$ cat config.mk
export PLATFORM = sky130hd
export DESIGN_NAME = rmq_queue
export DESIGN_NICKNAME = d
export VERILOG_FILES = /design/src/rtl/rmq_pkg.sv /design/src/rtl/rmq_queue.sv
export SDC_FILE = /design/constraint.sdc
export NUM_CORES = 1
export LEC_CHECK = 0
export BUFFER_PORTS_ARGS = -buffer_cell sky130_fd_sc_hd__clkbuf_2
export CAP_MARGIN = 10
export CORE_MARGIN = 5
export CORE_UTILIZATION = 52
export DETAILED_ROUTE_END_ITERATION = 10
export GPL_ROUTABILITY_DRIVEN = 0
export PLACE_DENSITY = 0.84
export SLEW_MARGIN = 40
export SYNTH_ARGS = -nofsm -noshare
export SYNTH_HDL_FRONTEND = slang
export SYNTH_SLANG_ARGS = --single-unit
export TNS_END_PERCENT = 1
$ cat constraint.sdc
create_clock -name aclk -period 3.65 [get_ports aclk]
set_input_delay 0.5475 -clock aclk [delete_from_list [all_inputs] [get_ports aclk]]
set_output_delay 0.5475 -clock aclk [all_outputs]
set_load 0.1 [all_outputs]
$ cat src/rtl/rmq_pkg.sv
// ----------------------------------------------------------------------------
// rmq_pkg
// Shared types and constants for the rotation matrix to quaternion core.
// ----------------------------------------------------------------------------
package rmq_pkg;

    localparam int FRAC_BITS = 14;
    localparam int DATA_W    = 16;

    // signed width that holds a three-term sum of entries plus one
    localparam int SUM_W     = (FRAC_BITS + 2 > 19) ? FRAC_BITS + 2 : 19;
    // unsigned root argument after clamping
    localparam int ARG_W     = SUM_W - 1;
    // radicand of the square root, argument scaled by one
    localparam int RAD_W     = ARG_W + FRAC_BITS;
    localparam int SQ_STEPS  = (RAD_W + 1) / 2;
    localparam int ROOT_W    = SQ_STEPS;
    // magnitude of a numerator, a sum or difference of two entries
    localparam int MAG_W     = DATA_W + 1;
    // divisor is twice the root
    localparam int DIVR_W    = ROOT_W + 1;
    localparam int DVD_W     = MAG_W + FRAC_BITS;
    // quotient bits kept, enough to detect saturation
    localparam int QB        = DATA_W + 1;

    localparam int LANES     = 3;

    typedef logic signed [DATA_W-1:0] data_t;
    typedef logic signed [SUM_W-1:0]  sum_t;

    // slot that gets the root component
    typedef enum logic [1:0] {
        SEL_X = 2'd0,
        SEL_Y = 2'd1,
        SEL_Z = 2'd2,
        SEL_W = 2'd3
    } sel_t;

    typedef struct packed {
        sel_t                           sel;
        logic [ARG_W-1:0]               arg;
        logic [LANES-1:0]               neg;
        logic [LANES-1:0][MAG_W-1:0]    mag;
    } job_t;

endpackage

$ cat src/rtl/rmq_queue.sv
// ----------------------------------------------------------------------------
// rmq_queue
// Two-entry job queue between the front and the back.
// ----------------------------------------------------------------------------
module rmq_queue (
    input  logic           aclk,
    input  logic           aresetn,
    input  logic           wr_valid,
    output logic           wr_ready,
    input  rmq_pkg::job_t  wr_job,
    output logic           rd_valid,
    input  logic           rd_ready,
    output rmq_pkg::job_t  rd_job
);
    import rmq_pkg::*;

    job_t        mem [2];
    logic        wr_ptr_reg;
    logic        rd_ptr_reg;
    logic [1:0]  count_reg;
    logic [1:0]  count_next;
    logic        push, pop;

    assign wr_ready = (count_reg != 2'd2);
    assign rd_valid = (count_reg != 2'd0);
    assign rd_job   = mem[rd_ptr_reg];
    assign push     = wr_valid && wr_ready;
    assign pop      = rd_valid && rd_ready;

    always_comb begin
        count_next = count_reg;
        if (push && !pop) begin
            count_next = count_reg + 2'd1;
        end else if (pop && !push) begin
            count_next = count_reg - 2'd1;
        end
    end

    always_ff @(posedge aclk) begin
        if (!aresetn) begin
            wr_ptr_reg <= 1'b0;
            rd_ptr_reg <= 1'b0;
            count_reg  <= 2'd0;
        end else begin
            count_reg <= count_next;
            if (push) begin
                wr_ptr_reg <= !wr_ptr_reg;
            end
            if (pop) begin
                rd_ptr_reg <= !rd_ptr_reg;
            end
        end
    end

    always_ff @(posedge aclk) begin
        if (push) begin
            mem[wr_ptr_reg] <= wr_job;
        end
    end

endmodule

Word level (Yosys, flattened, before mapping) --
Memories as Yosys holds them, arrays and structs flattened. A register that Yosys moved wholly into a read port is not among the register bits. Index checks and enable logic that the tools add are counted.
Word-level totals: input bits 78, register bits 4, memories kept 1, bits in writable memories 148, word-level logic and storage cells 23
Cells by class: eq/ne operators 1, reductions and logical operators 10, add/sub/neg operators 2, mux-type cells 6
Memory list:
- mem | depth 2, width 74, rd ports 1, clocked after memory_dff 1, wr ports 1, line rmq_queue.sv:17 | job_t mem [2];
Operator list (count):
- 1-bit logical AND | 4
- 1-bit zero test | 4
- 1-bit two-way mux | 4
- 2-bit two-way mux | 2
- 2-bit nonzero test | 2
- 2-bit by 1-bit adder with 2-bit output (second input constant) | 1
- 2-bit != test (second input constant) | 1
- 2-bit by 1-bit subtractor with 2-bit output (second input constant) | 1

Logic depth before layout (Yosys ltp) --
depth after elaboration 6, gate-level depth with buffers 6, mapped depth without buffers 6

Worst setup path after synthesis --
No wires, ideal clock.
path kind flip-flop to flip-flop, start point register count_reg[0], end point memory mem[1][0] in the netlist's numbering, enable pin, required time 3.209 ns, data arrival time 2.583 ns, period minus slack after synthesis 3.024 ns, path buffers 0, cell stages (with the launch flop) 3, setup slack 0.626 ns, cell sequence dfxtp_1 nand2b_4 and3_1
Between the ends: longest elaborated chain between the ends 4
Ends and longest elaborated chain:
- start: declaration | line rmq_queue.sv:20 | logic [1:0] count_reg;
- start signal: assignment | line rmq_queue.sv:45 | count_reg <= count_next;
- 2-bit != test | line rmq_queue.sv:24 | assign wr_ready = (count_reg != 2'd2);
- net wr_ready | line rmq_queue.sv:9 | output logic wr_ready,
- 1-bit logical AND | line rmq_queue.sv:27 | assign push = wr_valid && wr_ready;
- 1-bit two-way mux | line rmq_queue.sv:56 | if (push) begin
- 1-bit two-way mux (not written as such) | line rmq_queue.sv:57 | mem[wr_ptr_reg] <= wr_job;
- end: declaration | line rmq_queue.sv:17
The timed path passes the listed nets, and every way through them passes these cells.

==> results by group <==
Run status
  – Run status: finished, final reports clean

Worst setup path
  – Max incr delay on CP: 0.66 ns
  – Top delay family on crit path: buffers and inverters
  – Worst setup SP type: flip-flop
  – Worst r2r path cells: 4
  – CP Class: reg2out
  – Slowest library cell on the worst path: dfxtp_4
  – Critical Path RT: 3.10 ns
  – R2R Path End: mem[0][50]$_DFFE_PP_
  – CP max FO: 39
  – Worst Path Buf+Inv: 2
  – Worst path cell trace: buf_12, mux2_2, clkbuf_2
  – Crit path capture type: primary output
  – Worst reg2reg startpoint: count_reg[0]$_SDFFE_PN0P_
  – Capture point of the critical path: rd_job[33]
  – R2r setup slk: about 1.9 ns
  – Crit path DAT: roughly 2.3 ns
  – Crit path depth: 3

CTS
  – Htree depth: 4
  – # Post-CTS Setup Buffers: 0
  – CTS clk-pin slew, worst paths: 0.06 ns
  – Skew-Pair Late Insertion Delay: between 0.5 and 0.6 ns
  – CTS Sinks: 153
  – Root Driver: clkbuf_8
  – Post-cts sizing count: 0
  – Hold_buf cts: 0
  – Num CTS Buffers: 17
  – Maximum clock insertion buffer count: 2
  – TritonCTS clock tree: built

Drt
  – First DRT Iteration DRCs: 119
  – Pre-antenna DRT Iters: 4
  – DRC: 0
  – Final WL: 9970 µm
  – Post-DRT Antenna Nets: 0
  – WL per Instance: 17.5 µm
  – Drt via density: 5.05
  – Via count: roughly 2900

Cells and area
  – Area Overhead vs Synth: 27.3%
  – Final core occ: 0.685
  – Filler cell count: about 700
  – Nets: 500
  – FF+latch area: ~0.0045 mm²
  – Diode count: 0
  – Layout cells sized above 1: 0.607
  – Largest register FFs: 148
  – Area occupied by multi-input gates: 977 µm²
  – Most common library cell in the layout ignoring fill and taps: clkbuf_2
  – Most frequent cells in the layout: clkbuf_2 (153), edfxtp_1 (148), mux2_2 (74)

Yosys
  – Post-synth top area share: 0.797
  – Mapped Avg Cell Area: 22.0 µm²
  – Seq/Total Area, Yosys: 0.815
  – Synth cell types: 20
  – Post-Syn Area: 0.00558 mm²
  – Dominant cell type by area after synthesis: edfxtp_1
  – Net Count, Synth: between 300 and 400
  – Ys Warns: 0
  – Register bit total from synthesis: between 150 and 200
  – Post-Synthesis Cells: 254
  – Synth top area cells: edfxtp_1 (80%), mux2_2 (15%), dfxtp_1 (1.8%), buf_4 (0.81%), and2_1 (0.45%)

Floorplanning
  – I/O pin cnt: 154
  – Die Span Y: 114 µm
  – Site Rows: 37
  – Core Footprint: around 0.010 mm²
  – Die area: 0.0129 mm²
  – Die W: 114 µm
  – Starting Density: 0.538

Timing
  – Endpoints failing setup: 0
  – Fmax: around 360 MHz
  – Final Skew: about 0.004 ns
  – Final min period: ~2.8 ns
  – Setup_tns: 0 ns
  – Headroom to the max-slew limit: 0.630
  – Period utilization: 0.768
  – Max-slew violation count: 0
  – Worst Tran Pin Value: about 0.56 ns
  – Final Hold Vio Count: 0
  – RSZ-0062 raised after global routing: no

Hold path
  – Worst hold-check path type: in2reg

Placed design
  – Port Buf Inserts: 153
  – Detailed placer's ending HPWL: 6900 µm

GRT
  – Largest net degree at the start of global routing: 41
  – Antenna violations before repair: 0
  – All-Layer GR Usage: 0.159
  – Gr ovfl total: 0
  – First-pass GRT wire length: 15500 µm
  – Vias in the first global route: around 3100

Run
  – Max cap viols: 0
==> worst min-delay path by stage <==
| stage | depth (start not counted) | to | from |
|---|---|---|---|
| 3_5_place_dp | 2 | count_reg[1]$_SDFFE_PN0P_ | count_reg[1]$_SDFFE_PN0P_ |
| 4_1_cts | 1 | mem[1][20]$_DFFE_PP_ | wr_job[20] |
| 2_1_floorplan | 2 | count_reg[1]$_SDFFE_PN0P_ | count_reg[1]$_SDFFE_PN0P_ |
| 6_report | 1 | mem[1][20]$_DFFE_PP_ | wr_job[20] |
| 3_3_place_gp | 2 | count_reg[1]$_SDFFE_PN0P_ | count_reg[1]$_SDFFE_PN0P_ |
| 5_1_grt | 1 | mem[1][20]$_DFFE_PP_ | wr_job[20] |
==> metrics by stage <==
step                hold slack (ns)  setup WS, ns  cells  instance area (µm²)
floorplan                     0.512         0.626    254                 5580
global placement              0.527          1.26    536                 6480
detailed placement            0.561          1.36    538                 6530
CTS                           0.191         0.792    569                 7100
global route                  0.189         0.733    569                 7100
finish                        0.221         0.846    569                 7100
==> cell type report <==
class,instances,area share
multi-input cells,92,0.138
clock inverters,13,0.0217
repair buffers,156,0.116
well taps,136,0.0240
flip-flops and latches,153,0.641
clock buffers,18,0.0589
inverters,1,0.000881
==> synthesized netlist by cell type (all sizes together) <==
master and number:
edfxtp 148, mux2 74, buf 8, dfxtp 5
and2 4, a21boi 2, o21ai 2, xnor2 2
a21bo 1, and3 1, ha 1, inv 1
nand2b 1, nand3b 1, or2 1, or3 1
xor2 1
==> routing by layer <==
layer,global-route usage,part of all wire
met3,0.0552,0.085
met2,0.265,0.52
met1,0.193,0.39
met5,0,0
met4,0.0577,0.010
==> cell families (layout without fill, tap and decap cells) <==
| kind of cell | count (synthesis) | in the layout | synth area share |
|---|---|---|---|
| DFF | 153 | 153 | 0.815 |
| muxes | 74 | 74 | 0.149 |
| and+or+nand+nor | 9 | 9 | 0.0117 |
| buffers and inverters | 9 | 188 | 0.0105 |
| AOI/OAI and AO/OA | 5 | 5 | 0.00628 |
| xor gates and xnor gates | 3 | 3 | 0.00471 |
| adders and majority gates | 1 | 1 | 0.00224 |
Power is not shown: default switching activity piles up to over one toggle a cycle in this logic, so the estimate is an artifact.
