[src/rtl/rmq_pkg.sv]
// ----------------------------------------------------------------------------
// rmq_pkg
// Shared types and constants for the rotation matrix to quaternion core.
// ----------------------------------------------------------------------------
package rmq_pkg;

    localparam int FRAC_BITS = 14;
    localparam int DATA_W    = 16;

    // signed width that holds a three-term sum of entries plus one
    localparam int SUM_W     = (FRAC_BITS + 2 > 19) ? FRAC_BITS + 2 : 19;
    // unsigned root argument after clamping
    localparam int ARG_W     = SUM_W - 1;
    // radicand of the square root, argument scaled by one
    localparam int RAD_W     = ARG_W + FRAC_BITS;
    localparam int SQ_STEPS  = (RAD_W + 1) / 2;
    localparam int ROOT_W    = SQ_STEPS;
    // magnitude of a numerator, a sum or difference of two entries
    localparam int MAG_W     = DATA_W + 1;
    // divisor is twice the root
    localparam int DIVR_W    = ROOT_W + 1;
    localparam int DVD_W     = MAG_W + FRAC_BITS;
    // quotient bits kept, enough to detect saturation
    localparam int QB        = DATA_W + 1;

    localparam int LANES     = 3;

    typedef logic signed [DATA_W-1:0] data_t;
    typedef logic signed [SUM_W-1:0]  sum_t;

    // slot that gets the root component
    typedef enum logic [1:0] {
        SEL_X = 2'd0,
        SEL_Y = 2'd1,
        SEL_Z = 2'd2,
        SEL_W = 2'd3
    } sel_t;

    typedef struct packed {
        sel_t                           sel;
        logic [ARG_W-1:0]               arg;
        logic [LANES-1:0]               neg;
        logic [LANES-1:0][MAG_W-1:0]    mag;
    } job_t;

endpackage

[src/rtl/rmq_front.sv]
// ----------------------------------------------------------------------------
// rmq_front
// Accepts a matrix, picks the branch, forms the clamped root argument and
// the three numerators, and holds the job in a register for the queue.
// ----------------------------------------------------------------------------
module rmq_front (
    input  logic              aclk,
    input  logic              aresetn,
    input  logic              s_valid,
    output logic              s_ready,
    input  rmq_pkg::data_t    s_m00,
    input  rmq_pkg::data_t    s_m01,
    input  rmq_pkg::data_t    s_m02,
    input  rmq_pkg::data_t    s_m10,
    input  rmq_pkg::data_t    s_m11,
    input  rmq_pkg::data_t    s_m12,
    input  rmq_pkg::data_t    s_m20,
    input  rmq_pkg::data_t    s_m21,
    input  rmq_pkg::data_t    s_m22,
    output logic              job_valid,
    input  logic              job_ready,
    output rmq_pkg::job_t     job
);
    import rmq_pkg::*;

    logic  valid_reg;
    job_t  job_reg;
    job_t  job_next;

    sum_t d0, d1, d2, trace, targ, a;
    sum_t one;
    sum_t n [LANES];
    sel_t sel;

    always_comb begin
        one   = sum_t'(1) <<< FRAC_BITS;
        d0    = sum_t'(s_m00);
        d1    = sum_t'(s_m11);
        d2    = sum_t'(s_m22);
        trace = d0 + d1 + d2;
        targ  = trace + one;
        if (targ > 0) begin
            sel = SEL_W;
        end else if (((s_m00 < s_m11) ? s_m11 : s_m00) < s_m22) begin
            sel = SEL_Z;
        end else if (s_m00 < s_m11) begin
            sel = SEL_Y;
        end else begin
            sel = SEL_X;
        end
        unique case (sel)
            SEL_X: begin
                a    = d0 - (d1 + d2) + one;
                n[0] = sum_t'(s_m01) + sum_t'(s_m10);
                n[1] = sum_t'(s_m02) + sum_t'(s_m20);
                n[2] = sum_t'(s_m12) - sum_t'(s_m21);
            end
            SEL_Y: begin
                a    = d1 - (d2 + d0) + one;
                n[0] = sum_t'(s_m10) + sum_t'(s_m01);
                n[1] = sum_t'(s_m12) + sum_t'(s_m21);
                n[2] = sum_t'(s_m20) - sum_t'(s_m02);
            end
            SEL_Z: begin
                a    = d2 - (d0 + d1) + one;
                n[0] = sum_t'(s_m20) + sum_t'(s_m02);
                n[1] = sum_t'(s_m21) + sum_t'(s_m12);
                n[2] = sum_t'(s_m01) - sum_t'(s_m10);
            end
            default: begin
                a    = targ;
                n[0] = sum_t'(s_m12) - sum_t'(s_m21);
                n[1] = sum_t'(s_m20) - sum_t'(s_m02);
                n[2] = sum_t'(s_m01) - sum_t'(s_m10);
            end
        endcase
        job_next.sel = sel;
        job_next.arg = (a > 0) ? a[ARG_W-1:0] : '0;
        for (int l = 0; l < LANES; l++) begin
            job_next.neg[l] = n[l][SUM_W-1];
            job_next.mag[l] = n[l][SUM_W-1] ? MAG_W'(-n[l]) : MAG_W'(n[l]);
        end
    end

    assign s_ready   = !valid_reg || job_ready;
    assign job_valid = valid_reg;
    assign job       = job_reg;

    always_ff @(posedge aclk) begin
        if (!aresetn) begin
            valid_reg <= 1'b0;
        end else if (s_ready) begin
            valid_reg <= s_valid;
        end
    end

    always_ff @(posedge aclk) begin
        if (s_ready && s_valid) begin
            job_reg <= job_next;
        end
    end

endmodule

[config.mk]
export PLATFORM = sky130hd
export DESIGN_NAME = rmq_front
export DESIGN_NICKNAME = d
export VERILOG_FILES = /design/src/rtl/rmq_pkg.sv /design/src/rtl/rmq_front.sv
export SDC_FILE = /design/constraint.sdc
export NUM_CORES = 1
export LEC_CHECK = 0
export BUFFER_PORTS_ARGS = -buffer_cell sky130_fd_sc_hd__buf_2
export CAP_MARGIN = 30
export CORE_AREA = 2 2 174 176
export CTS_CLUSTER_DIAMETER = 150
export DETAILED_ROUTE_END_ITERATION = 8
export DIE_AREA = 0 0 176 178
export GPL_TIMING_DRIVEN = 0
export HOLD_SLACK_MARGIN = 0.15
export PLACE_DENSITY = 0.77
export SLEW_MARGIN = 0
export SYNTH_ARGS = -nofsm -noshare
export SYNTH_HDL_FRONTEND = slang
export SYNTH_SLANG_ARGS = --single-unit
[constraint.sdc]
create_clock -name aclk -period 9 [get_ports aclk]
set_input_delay 0.45 -clock aclk [delete_from_list [all_inputs] [get_ports aclk]]
set_output_delay 0.45 -clock aclk [all_outputs]
set_load 0.05 [all_outputs]
After elaboration in Yosys (flattened, before gate mapping):

Cells that the tools add are included.

* output and inout bits: 76
* register bits: 75
* input bits: 148
* bits in read-only memories: 0
* bits in latches: 0
* RAM bits: 0
* word-level logic and storage cells: 46
* memories: 0

* magnitude comparators: 4
* eq/ne operators: 2
* bitwise operators: 0
* $mul: 0
* muxes and demuxes: 9
* $add $sub $neg: 20
* divide/modulo/power cells: 0
* reductions and logical operators: 4
* shifts and indexed selects: 0

Operators with widths (number)
* $pmux 57 s3: 1
* $add 16x16->17: 6
* $add 18x16->19 const B: 4
* $pmux 19 s3: 1
* $sub 16x17->18: 3
* $mux 17: 3
* $neg 17->17: 3
* $sub 16x16->17: 3
* $gt 19x1->1 const B: 2
* $lt 16x16->1: 2
* $add 17x16->18: 1
* $mux 16: 1
* $mux 2: 2
* $eq 2x1->1 const B: 1
* $eq 2x2->1 const B: 1
* $logic_not 2->1: 1
* $logic_and 1x1->1: 1
* $logic_not 1->1: 1
* $logic_or 1x1->1: 1
* $mux 1: 1

Longest topological paths before layout:

Gate-level depths: netlist of run 1.

* word-level depth: 9
* depth in mapped cells: 40

Worst setup path after synthesis of run 1:

No wires, ideal clock.

* kind: input -> register
* start: in s_m00[0]
* end: reg job_reg (netlist bit job[48]) (data pin)
* stages: 37
* arrival time: 6800 ps
* slack: 1942 ps
* required time: 8742 ps
* setup time: 258 ps
* cell sequence: ha_1 inv_1 fa_1 o21bai_1 a21oi_1 o21bai_1 a21o_1 a21o_1 a21oi_1 o21ba_2 o21ai_0 a31o_2 a21oi_1 xnor2_1 ha_1 ha_1 a21oi_1 inv_1 o41ai_1 o311ai_1 xor2_1 a21oi_1 o41a_1 nor2_1 buf_2 inv_2 buf_2 buf_2 o21a_1 inv_1 ha_1 nand3_1 nor4_2 o211ai_2 or4b_4 o21ai_2 xnor2_1

RTL lines
* start, declared: RTL line rmq_front.sv:11 `input rmq_pkg::data_t s_m00,`
* end signal, assigned: RTL line rmq_front.sv:99 `job_reg <= job_next;`
* end, declared: RTL line rmq_front.sv:27 `job_t job_reg;`

==> results.json, run 1 <==
{
  "status": "completed",
  "core-area_um2": 29400,
  "ioPinCount": 224,
  "synth_edf_count": 74,
  "crit_path_start_kind": "input port",
  "largest_register_ffs": 74,
  "tightest_slew_ps": 796,
  "clk_pin_slew_worst_paths_ps": 60,
  "port_buffers": 223,
  "finClkSkew_ps": 3.74,
  "setup_viol": 0,
  "htreeDepth": 3,
  "reg2regPathDepth": 3,
  "nNetsFinal": 2700,
  "drive_above_1_share": 0.138,
  "antenna_found_initial": 0,
  "grt_first_pass_wirelength_um": 74600,
  "syn-num-nets": 2464,
  "syn_area_per_cell_um2": 7.97,
  "drt_iter0_drc": 1634,
  "crit_fanout": 15,
  "remaining_drc_errors": 0,
  "ant_nets": 0,
  "critPathMaxStageDelay_ps": 650,
  "netlist_area_um2": 15900,
  "timing.fmax_mhz": 119,
  "hold_depth": 2,
  "yosys-top-cells-area": "ha_1 22%, edfxtp_1 14%, xnor2_1 7.3%",
  "ctsHoldBuffers": 0,
  "instances_no_fill": 2626,
  "post-route-period-util": 0.931,
  "fp.dieArea_um2": 31300,
  "critPathSlowestCell": "or4_1",
  "first_global_vias": 14461,
  "worst_slew_margin_rel": 0.469,
  "fin_crit_ps": 8380,
  "netlist_instances": 1995,
  "vias": 15625,
  "hold_path_class": "input port to flop",
  "slew_violations": 0,
  "yosys_most_used_dff": "edfxtp_1",
  "seq_area_frac_synth": 0.141,
  "tritoncts": "done",
  "cts_made_buffers": 9,
  "cpMostUsedCell": "buf_2",
  "cp.required_ps": 9100,
  "wire_per_inst_um": 18.3,
  "cellPowerDensity_nw_per_um2": 218,
  "initial_core_util": 0.541,
  "ys.warnings.count": 0,
  "wl_um": 48100,
  "synth.largest_area_cell": "ha_1",
  "cts_root_buffer": "clkbuf_16",
  "cts_setup_buffers": 0,
  "async_reset_ff_frac": 0,
  "tns_ps": 0,
  "cap_violations": 0,
  "die_h_um": 178,
  "cts_resized": 0,
  "clk_path_buf_depth": 2,
  "hold_viol_final": 0,
  "crit_type": "input port to flop",
  "vias_per_cell": 5.95,
  "grt_setup_unrepaired": "false",
  "die_w_um": 176,
  "insertion_delay_ps": 360,
  "synth-seq-cells": 75,
  "drt-pass1-iter-count": 6,
  "ys_types": 93,
  "worstSetupEndpointType": "flop",
  "core.rowCount": 63,
  "antenna_cells": 0,
  "arrival_ps": 8480,
  "cts.sinks": 75,
  "grt_max_degree": 69,
  "synth_most_common_cell": "ha_1",
  "dp_cells": 2610,
  "syn2layout_area_growth_pct": 12.3,
  "cellLeakagePower_nw": 8.45,
  "grt_overflow": 0,
  "place_congestion": 0.964,
  "peakVddDrop_v": 0.000143,
  "synthDominantCellAreaShare": 0.219,
  "grt_use_total": 0.302,
  "synthTopCellsByCount": "278 x ha_1, 226 x inv_1, 165 x nor2_1",
  "detailed_place_hpwl_um": 40300
}
[critical path, delay by kind of cell]
family	cells	cell delay (ps)
compound gates	10	2600
simple gates	10	2500
buf+inv	9	2000
fa+ha+maj	3	830
xor+xnor	1	90
[cell families (layout without fill, tap and decap cells)]
group                    count (synthesis)  after routing  share of synthesized area
multiplexers                            43             43                     0.0276
AO/OA/AOI/OAI                          543            543                      0.224
adder cells (fa/ha/maj)                321            321                      0.273
AND/OR/NAND/NOR                        535            535                      0.164
XOR/XNOR                               179            179                     0.0985
flip-flops                              75             75                      0.141
buffers and inverters                  299            540                     0.0726
[final timing paths]
check        slack [ps]                      to                    from
max                 620       job[48]$_DFFE_PP_               s_m11[13]
min                 340  job_valid$_SDFFE_PN0N_                 aresetn
max reg2reg        7650   job[58]$_SDFFCE_PP0P_  job_valid$_SDFFE_PN0N_
min reg2reg         550  job_valid$_SDFFE_PN0N_  job_valid$_SDFFE_PN0N_
[metrics by stage]
| step | setup slack (ps) | total power, mW | instance area (um^2) | util | hold slack (ps) |
|---|---|---|---|---|---|
| floorplan | 1940 | 2.71 | 15900 | - | 589 |
| global placement | 145 | 3.39 | 17500 | 0.596 | 497 |
| detailed placement | 75.4 | 3.43 | 17600 | 0.597 | 533 |
| CTS | 372 | 3.83 | 17900 | 0.607 | 342 |
| global route | 99.0 | 4.14 | 17900 | 0.608 | 341 |
| finish | 625 | 3.89 | 17900 | 0.608 | 339 |
[power breakdown]
group          switching (mW)  internal, mW
clock network           0.165         0.220
logic                    1.90         0.973
registers              0.0494         0.579
[cell usage in the layout (no fill, tap or decap), types with 15 or more instances in the layout]
cell type | Yosys | final
a31oi_1 | 21 | 21
o31ai_1 | 23 | 23
buf_2 | 20 | 243
or3_1 | 18 | 18
nand2_1 | 136 | 136
ha_1 | 278 | 278
a21o_1 | 31 | 31
nand3_1 | 22 | 22
xnor2_1 | 132 | 132
o21ai_1 | 21 | 21
fa_1 | 43 | 43
clkbuf_1 | 45 | 45
xor2_1 | 47 | 47
nand4_1 | 15 | 15
nand2b_1 | 28 | 28
edfxtp_1 | 74 | 74
nor2_1 | 165 | 165
o21ai_0 | 106 | 106
inv_1 | 226 | 226
nor3_1 | 45 | 45
a211oi_1 | 25 | 25
nor2b_1 | 23 | 23
o211ai_1 | 20 | 20
o21a_1 | 19 | 19
a21oi_1 | 146 | 146
mux2i_1 | 36 | 36
[layer usage]
metal | wire length, um | vias up | global-route usage
met5 | 0 | - | 0
met4 | 1230 | 0 | 0.0854
met3 | 4190 | 88 | 0.0403
met2 | 20900 | 698 | 0.483
met1 | 21800 | 7288 | 0.428
li1 | - | 7551 | -
[cell type report]
type	instances	area [um^2]
multi-input cells	1621	12500
fillers	2697	11500
flip-flops and latches	75	2240
repair buffers	226	1160
inverters	229	860
well taps	390	488
plain buffers	69	292
clock buffers	9	225
clock inverters	7	82.6
Power figures use the tool's default switching activity.
==> inputs of run 2 (changes only) <==
REMOVE_ABC_BUFFERS = 1   (was unset)
==> results.json, run 2 (synthesis results as in run 1) <==
{
  "layout_commonest_cell": "ha_1",
  "clk_path_buf_depth": 2,
  "dr_wl_met3_um": 3680,
  "pwr-share-seq": 0.168,
  "crit_start": "s_m00[0]",
  "clk_pin_slew_worst_paths_ps": 50,
  "finClkSkew_ps": 11.5,
  "dp_cells": 2548,
  "maxUsedRoutingLayer": "met4",
  "wl_met1_um": 20900,
  "timing.fmax_mhz": 122,
  "first_global_vias": 14290,
  "cellPowerDensity_nw_per_um2": 215,
  "slew_violations": 0,
  "largest_register_ffs": 74,
  "cts.sinks": 75,
  "crit_type": "input port to flop",
  "crit_path_start_kind": "input port",
  "critPathMaxStageDelay_ps": 620,
  "rr_endpoint": "job[20]$_DFFE_PP_",
  "crit_family": "compound AO/OA/AOI/OAI gates",
  "cts_setup_buffers": 0,
  "cellLeakagePower_nw": 8.37,
  "hold_depth": 2,
  "antenna_found_initial": 0,
  "ioPinCount": 224,
  "cts_resized": 0,
  "layout_common_cells": "278 x ha_1, 226 x inv_1, 223 x buf_2",
  "worstSetupEndpointType": "flop",
  "regToRegSetupSlack_ps": 7530,
  "fp.dieArea_um2": 31300,
  "syn2layout_area_growth_pct": 11.5,
  "post-route-period-util": 0.912,
  "hold-path-endpoint": "job_valid$_SDFFE_PN0N_",
  "remaining_drc_errors": 0,
  "vias": 15167,
  "instances_no_fill": 2566,
  "cp.required_ps": 9090,
  "grt_overflow": 0,
  "grt_setup_unrepaired": "false",
  "holdWs_ps": 357,
  "p_switching_mw": 2.04,
  "r2r-start": "job_valid$_SDFFE_PN0N_",
  "arrival_ps": 8300,
  "grt_use_total": 0.289,
  "cts_root_buffer": "clkbuf_16",
  "hold_viol_final": 0,
  "ant_nets": 0,
  "htreeDepth": 3,
  "port_buffers": 223,
  "grt_first_pass_wirelength_um": 71900,
  "crit_fanout": 36,
  "setup_viol": 0,
  "critPathBufInv": 5,
  "status": "completed",
  "drt_iter0_drc": 1137,
  "nNetsFinal": 2639,
  "cpMostUsedCell": "a21oi_1",
  "pwr-share-comb": 0.739,
  "insertion_delay_ps": 350,
  "drt-pass1-iter-count": 8,
  "core-area_um2": 29400,
  "critPathSlowestCell": "o41a_2",
  "ctsHoldBuffers": 0,
  "vias_per_cell": 5.91,
  "peakVddDrop_v": 0.000110,
  "hold_path_class": "input port to flop",
  "cts_made_buffers": 9,
  "die_h_um": 178,
  "drive_above_1_share": 0.136,
  "place_congestion": 0.928,
  "wl_met2_um": 20100,
  "grt_max_degree": 45,
  "detailed_place_hpwl_um": 38400,
  "cap_violations": 0,
  "fin_crit_ps": 8210,
  "power.share.switching": 0.534,
  "wire_per_inst_um": 17.9,
  "min_from": "aresetn",
  "tritoncts": "done",
  "initial_core_util": 0.541,
  "tightest_slew_ps": 1010,
  "die_w_um": 176,
  "wl_um": 46000,
  "intPower_mw": 1.78,
  "power_frac_clock": 0.093,
  "worst_slew_margin_rel": 0.324,
  "core.rowCount": 63,
  "reg2regPathDepth": 3
}
[run 2: cell types whose count changed in the layout (fill, tap and decap cells not counted), moves of 2 or more]
cell      previous run  this run
clkinv_1             0         2
buf_4                4         1
buf_1                2         0
nor2_4               0         2
nor2_1             165       163
buf_8                0         4
inv_6                3         0
buf_6                0         2
buf_2              243       223
clkbuf_1            45         2
[run 2: cell type report]
type	count	area, um^2
Multi-Input combinational cell	1621	12600
Fill cell	2681	11700
Sequential cell	75	2240
Timing Repair Buffer	234	1290
Inverter	229	860
Tap cell	390	488
Clock buffer	11	233
Clock inverter	5	53.8
Antenna cell	1	2.50
[run 2: worst max path at each step]
stage | endpoint | slack [ps] | depth (start not counted)
CTS | job[48]$_DFFE_PP_ | 240 | 35
finish | job[48]$_DFFE_PP_ | 790 | 35
floorplan | job[27]$_DFFE_PP_ | -570 | 26
global placement | job[27]$_DFFE_PP_ | -3610 | 27
detailed placement | job[48]$_DFFE_PP_ | -60 | 35
global route | job[48]$_DFFE_PP_ | 170 | 35
[run 2: routing by layer]
layer	vias to the layer above	global-route usage
li1	7422	-
met1	7047	0.409
met2	623	0.458
met3	75	0.0352
met4	0	0.0937
met5	-	0
[run 2: metrics by stage]
stage          power [mW]   util  setup slack (ps)  area (um^2)  TNS [ps]
6_report             3.81  0.603               792        17700         0
5_1_grt              4.08  0.603               169        17700         0
4_1_cts              3.77  0.603               241        17700         0
3_5_place_dp         3.40  0.593             -58.3        17400     -58.3
3_3_place_gp         3.33  0.586             -3610        17200   -175650
2_1_floorplan        2.69      -              -570        15600     -7180
[run 2: power by group through the flow]
stage | clock [mW] | combinational [mW] | sequential [mW]
6_report | 0.356 | 2.82 | 0.641
5_1_grt | 0.374 | 3.06 | 0.646
3_3_place_gp | 0 | 2.68 | 0.649
4_1_cts | 0.358 | 2.77 | 0.641
2_1_floorplan | 0 | 1.65 | 1.04
3_5_place_dp | 0 | 2.75 | 0.646
